File: config.mk
export PLATFORM = sky130hd
export DESIGN_NAME = wpc_ctrl
export DESIGN_NICKNAME = d
export VERILOG_FILES = /design/src/hdl/wpc_pkg.sv /design/src/hdl/wpc_ctrl.sv
export SDC_FILE = /design/constraint.sdc
export NUM_CORES = 1
export LEC_CHECK = 0
export ABC_AREA = 1
export BUFFER_PORTS_ARGS = -buffer_cell sky130_fd_sc_hd__buf_4
export CAP_MARGIN = 20
export CORE_MARGIN = 2
export CORE_UTILIZATION = 45
export DETAILED_ROUTE_END_ITERATION = 12
export PLACE_DENSITY = 0.72
export SETUP_SLACK_MARGIN = 0.1
export SLEW_MARGIN = 5
export SYNTH_ARGS = -nofsm -noshare
export SYNTH_HDL_FRONTEND = slang
export SYNTH_SLANG_ARGS = --single-unit
File: constraint.sdc
create_clock -name clk -period 5 [get_ports clk]
set_input_delay 0.5 -clock clk [delete_from_list [all_inputs] [get_ports clk]]
set_output_delay 0.5 -clock clk [all_outputs]
set_load 0.02 [all_outputs]
File: src/hdl/wpc_pkg.sv
// Shared types and constants for the workspace point clamp.
// Command/status structs, state and opcode enums, field codes.
// No dependencies.
package wpc_pkg;

  localparam int LAYERS    = 64;
  localparam int MAX_VERTS = 64;
  localparam int LAYER_W   = $clog2(LAYERS);
  localparam int VERT_W    = $clog2(MAX_VERTS);
  localparam int ADDR_W    = LAYER_W + VERT_W;
  localparam int CNT_W     = $clog2(MAX_VERTS + 1);
  localparam int DIV_W     = 64;
  localparam int STEP_W    = $clog2(DIV_W);

  localparam logic [2:0] REG_LAYER_OFFSET = 3'd0;

  typedef enum logic [1:0] {
    CMD_WRITE_VERTEX = 2'd0,
    CMD_SET_COUNT    = 2'd1,
    CMD_QUERY        = 2'd2
  } command_t;

  typedef enum logic [2:0] {
    ST_INSIDE     = 3'd0,
    ST_CLAMPED    = 3'd1,
    ST_EMPTY      = 3'd2,
    ST_RANGE      = 3'd3,
    ST_DEGENERATE = 3'd4
  } status_t;

  typedef enum logic [4:0] {
    OP_NONE, OP_LOAD_POINT, OP_WR_VERT, OP_WR_CNT, OP_PREV, OP_IN_MUL, OP_IN_CMP,
    OP_NR_MUL, OP_NR_CMP, OP_DP_MUL, OP_FAR, OP_PROD_X, OP_PROD_Y, OP_DIV_INIT,
    OP_DIV_STEP, OP_FIN_X, OP_FIN_Y, OP_RES_RANGE, OP_RES_EMPTY, OP_RES_INSIDE,
    OP_RES_DEGEN, OP_RES_NEAR, OP_PUSH
  } op_t;

  typedef enum logic [4:0] {
    S_IDLE, S_LAYER, S_CNT, S_JRD, S_JLD, S_IRD, S_IMUL, S_ICMP, S_IEND,
    S_NRD, S_NMUL, S_NCMP, S_NEND, S_FAR, S_FCHK, S_DINIT, S_DIV, S_DFIN,
    S_PY, S_OUT
  } state_t;

  typedef struct packed {
    op_t               op;
    logic [VERT_W-1:0] idx;
    logic              first;
  } dp_cmd_t;

  typedef struct packed {
    logic             layer_ok;
    logic [CNT_W-1:0] cnt;
    logic             in_poly;
    logic             have2;
    logic             far;
  } dp_stat_t;

endpackage

File: src/hdl/wpc_ctrl.sv
// Controller: sequences writes and queries over the datapath.
// Depends on wpc_pkg.
module wpc_ctrl import wpc_pkg::*; (
  input  logic       clk,
  input  logic       rst,
  input  logic       in_valid,
  input  logic [1:0] in_command,
  output logic       in_ready,
  output logic       out_valid,
  input  logic       out_ready,
  output dp_cmd_t    cmd,
  input  dp_stat_t   stat
);

  state_t            state, state_next;
  logic [VERT_W-1:0] idx, idx_next;
  logic [STEP_W-1:0] step, step_next;
  logic              axis, axis_next;
  logic              out_full, out_full_next;
  logic              last;

  assign last = (idx == VERT_W'(stat.cnt - CNT_W'(1)));

  always_ff @(posedge clk) begin
    if (rst) begin
      state    <= S_IDLE;
      out_full <= 1'b0;
    end else begin
      state    <= state_next;
      out_full <= out_full_next;
    end
    idx  <= idx_next;
    step <= step_next;
    axis <= axis_next;
  end

  always_comb begin
    state_next = state;
    idx_next   = idx;
    step_next  = step;
    axis_next  = axis;
    cmd.op     = OP_NONE;
    cmd.idx    = idx;
    cmd.first  = (idx == '0);
    in_ready   = 1'b0;
    out_full_next = out_full && !out_ready;
    case (state)
      S_IDLE: begin
        in_ready = 1'b1;
        if (in_valid) begin
          case (in_command)
            CMD_WRITE_VERTEX: cmd.op = OP_WR_VERT;
            CMD_SET_COUNT:    cmd.op = OP_WR_CNT;
            CMD_QUERY: begin
              cmd.op     = OP_LOAD_POINT;
              state_next = S_LAYER;
            end
            default: ;
          endcase
        end
      end
      S_LAYER: begin
        if (!stat.layer_ok) begin
          cmd.op     = OP_RES_RANGE;
          state_next = S_OUT;
        end else begin
          state_next = S_CNT;
        end
      end
      S_CNT: begin
        if (stat.cnt == '0) begin
          cmd.op     = OP_RES_EMPTY;
          state_next = S_OUT;
        end else begin
          idx_next   = VERT_W'(stat.cnt - CNT_W'(1));
          state_next = S_JRD;
        end
      end
      S_JRD: state_next = S_JLD;
      S_JLD: begin
        cmd.op     = OP_PREV;
        idx_next   = '0;
        state_next = S_IRD;
      end
      S_IRD: state_next = S_IMUL;
      S_IMUL: begin
        cmd.op     = OP_IN_MUL;
        state_next = S_ICMP;
      end
      S_ICMP: begin
        cmd.op = OP_IN_CMP;
        if (last) begin
          state_next = S_IEND;
        end else begin
          idx_next   = idx + VERT_W'(1);
          state_next = S_IRD;
        end
      end
      S_IEND: begin
        if (stat.in_poly) begin
          cmd.op     = OP_RES_INSIDE;
          state_next = S_OUT;
        end else begin
          idx_next   = '0;
          state_next = S_NRD;
        end
      end
      S_NRD: state_next = S_NMUL;
      S_NMUL: begin
        cmd.op     = OP_NR_MUL;
        state_next = S_NCMP;
      end
      S_NCMP: begin
        cmd.op = OP_NR_CMP;
        if (last) begin
          state_next = S_NEND;
        end else begin
          idx_next   = idx + VERT_W'(1);
          state_next = S_NRD;
        end
      end
      S_NEND: begin
        if (!stat.have2) begin
          cmd.op     = OP_RES_DEGEN;
          state_next = S_OUT;
        end else begin
          cmd.op     = OP_DP_MUL;
          state_next = S_FAR;
        end
      end
      S_FAR: begin
        cmd.op     = OP_FAR;
        state_next = S_FCHK;
      end
      S_FCHK: begin
        if (stat.far) begin
          cmd.op     = OP_RES_NEAR;
          state_next = S_OUT;
        end else begin
          cmd.op     = OP_PROD_X;
          axis_next  = 1'b0;
          state_next = S_DINIT;
        end
      end
      S_DINIT: begin
        cmd.op     = OP_DIV_INIT;
        step_next  = '0;
        state_next = S_DIV;
      end
      S_DIV: begin
        cmd.op    = OP_DIV_STEP;
        step_next = step + STEP_W'(1);
        if (step == STEP_W'(DIV_W - 1)) state_next = S_DFIN;
      end
      S_DFIN: begin
        if (!axis) begin
          cmd.op     = OP_FIN_X;
          state_next = S_PY;
        end else begin
          cmd.op     = OP_FIN_Y;
          state_next = S_OUT;
        end
      end
      S_PY: begin
        cmd.op     = OP_PROD_Y;
        axis_next  = 1'b1;
        state_next = S_DINIT;
      end
      S_OUT: begin
        // load the output register once it is free
        if (!out_full || out_ready) begin
          cmd.op        = OP_PUSH;
          out_full_next = 1'b1;
          state_next    = S_IDLE;
        end
      end
      default: state_next = S_IDLE;
    endcase
  end

  assign out_valid = out_full;

endmodule

==> flow_summary_export.csv <==
group,metric,value,unit
run_status,status,"completed",
logic_synthesis,synth_seq_cells,19,
setup_path,crit_type,"flop to output pin",
floorplanning,io_pins,31,
worst_hold_path,min_to,"out_valid",
logic_synthesis,postSynthAreaPerCell,6.52,sq um
drt,num_vias,1736,
clock_tree,cts_buffer_depth,2,
clock_tree,htreeDepth,1,
setup_path,crit_path_start_kind,"flop",
sta,period_needed,2370,ps
logic_synthesis,ys_async_sr_fraction,0,%
setup_path,reg2reg_from,"state[4]",
power_and_ir_drop,power_density,331,mW/mm^2
grt,met2_usage,37.0,%
logic_synthesis,ys_seq_area_share,30.9,%
drt,drtPass1Iterations,4,
logic_synthesis,yosysWarningCount,0,
finish,area_growth,20.1,%
floorplanning,die_area,0.00417,sq mm
setup_path,crit_arrival,1870,ps
floorplanning,start_util,45.8,%
drt,drt_iter0_markers,104,
grt,grt_use_met1,24.2,%
drt,wl,3.86,mm
logic_synthesis,synth_top_area_share,23.7,%
clock_tree,clkSlewWorstSetupHoldPaths,80,ps
sta,report.final.setup_viol,0,
floorplanning,die_w,64.6,um
floorplanning,die_h,64.6,um
setup_path,r2r-end,"idx[1]",
clock_tree,post_cts_buffers,0,
clock_tree,cts_tree,"done",
place,io_buffers,30,
logic_synthesis,synth.most_common_cell,"nand2_1",
job,maxCapViolations,0,
logic_synthesis,yosys-top-cells-area,"edfxtp_1 24%, nand2_1 14%, inv_1 9.1%, nor2_1 8.2%, dfxtp_1 7.3%",
logic_synthesis,synth_flop_cell,"edfxtp_1",
grt,use_met3,2.43,%
clock_tree,cts_resized,0,
sta,setup_tns,0,ps
grt,grt_usage,19.9,%
logic_synthesis,synth_commonest_cells,"62 x nand2_1, 40 x inv_1, 36 x nor2_1, 23 x nand3_1, 13 x edfxtp_1",
worst_hold_path,min_path_type,"input pin to flop",
finish,diodes,0,
drt,antenna_left,0,
power_and_ir_drop,peakVddDrop,0.245,mV
setup_path,rr_worst_depth,9,
grt,grt_pass1_wl,6.69,mm
finish,final_nets,313,
power_and_ir_drop,p_leak,0.00102,uW
setup_path,cp.required,4500,ps
finish,drive_gt1_share,18.5,%
grt,antenna_found_initial,0,
sta,maxSlewViolCount,0,
sta,fmaxAchievable,0.422,GHz
logic_synthesis,syn-instance-count,253,
grt,grt_max_degree,12,
sta,slew_headroom,73.2,%
clock_tree,numCtsBuffers,3,
clock_tree,cts_root_buf,"clkbuf_8",
drt,vias_per_cell,5.18,
floorplanning,coreArea,0.00361,sq mm
setup_path,r2r_slack,3110,ps
sta,hold_viol,0,
sta,rsz0062_at_grt,"no",
finish,finalInstanceArea,0.00198,sq mm
logic_synthesis,synth_top_area_cell,"edfxtp_1",
setup_path,worstSetupEndpointType,"output pin",
drt,drcViolationCount,0,
logic_synthesis,ys_types,33,
place,gp_congestion,0.926,
worst_hold_path,hold_start,"rst",
grt,busiest_layer,"met2",
clock_tree,cts_sinks,19,
place,placed_area,0.00194,sq mm
sta,clock_skew,0.598,ps
sta,worst_slew_pin_slew,398,ps
grt,grt_pass1_vias,1624,
setup_path,path_max_fanout,5,
clock_tree,cts_hold_buf,0,
logic_synthesis,synth_edf_count,13,
drt,wl_per_cell,11.5,um
grt,gr-total-overflow,0,
floorplanning,rows,22,
worst_hold_path,hold_depth,2,
logic_synthesis,syn_nets,278,
clock_tree,clock_latency,260,ps
place,dp_hpwl,3.14,mm
sta,period_share,47.4,%
logic_synthesis,syn_area,0.00165,sq mm
registers in the layout, indices dropped and copies added, names as in the netlist:
register,count
state,5
step,6
axis,1
out_valid,1
idx,6
metal layers:
metal | up-vias | share of wire, % | routed length (um)
met5 | - | 0 | 0
met4 | 0 | 1.8 | 68
met3 | 8 | 4.6 | 178
met2 | 51 | 48 | 1840
met1 | 783 | 46 | 1770
li1 | 894 | - | -
cells by family (layout without fill, tap and decap cells):
logic type	count (synthesis)	after routing	synth area share, %
xor+xnor	1	1	0.531
flops	19	19	30.9
fa+ha+maj	8	8	6.07
compound gates	29	29	10.9
buf+inv	47	81	10.7
simple gates	149	149	40.9
how the worst max path moves through the flow:
stage,from,endpoint,cells past startpoint
final,state[4],cmd[7],6
after global routing,stat[3],cmd[11],10
after CTS,stat[3],cmd[8],10
after detailed placement,stat[3],cmd[8],10
after global placement,stat[3],cmd[8],10
after floorplan,stat[3],cmd[8],8
worst max-delay path: stages, from the launching register on:
cell and delay [ps]:
dfxtp_1 410, inv_2 80, nand3_1 180, nor2_1 140, nor4_1 420, o2111ai_1 180
buf_4 190
layout make-up:
class,instances,area (sq um)
tap,48,60.1
multi-input combinational,187,963
clock inverter,1,5.00
timing repair buffer,30,225
fill,391,1620
clock buffer,3,41.3
inverter,47,176
sequential,19,510
placed cells by master, fill, tap and decap left out, types with 3 or more instances in the layout:
cell type | Yosys | routed
a21oi_1 | 11 | 11
buf_4 | 0 | 30
clkbuf_8 | 0 | 3
dfxtp_1 | 6 | 6
edfxtp_1 | 13 | 13
ha_1 | 8 | 8
inv_1 | 40 | 40
inv_2 | 7 | 7
nand2_1 | 62 | 62
nand3_1 | 23 | 23
nand3b_1 | 3 | 3
nor2_1 | 36 | 36
nor2_2 | 6 | 6
nor3_1 | 5 | 5
nor4_1 | 4 | 4
o21ai_0 | 4 | 4
through the flow:
step / worst slack, ps / std cells / utilization (%) / power (uW) / hold WS (ps)
6_report: 2630 / 335 / 55.0 / 656 / 454
5_1_grt: 2540 / 335 / 55.0 / 709 / 459
4_1_cts: 2680 / 335 / 55.0 / 656 / 447
3_5_place_dp: 2690 / 331 / 53.7 / 546 / 500
3_3_place_gp: 2700 / 331 / 53.7 / 548 / 500
2_1_floorplan: 3000 / 253 / - / 444 / 476
report_power, final:
group	internal, uW	switching [uW]
logic	115	197
clock network	55.5	55.4
registers	202	31.2
total	372	283
No activity file was read; power rests on OpenSTA's default activity.
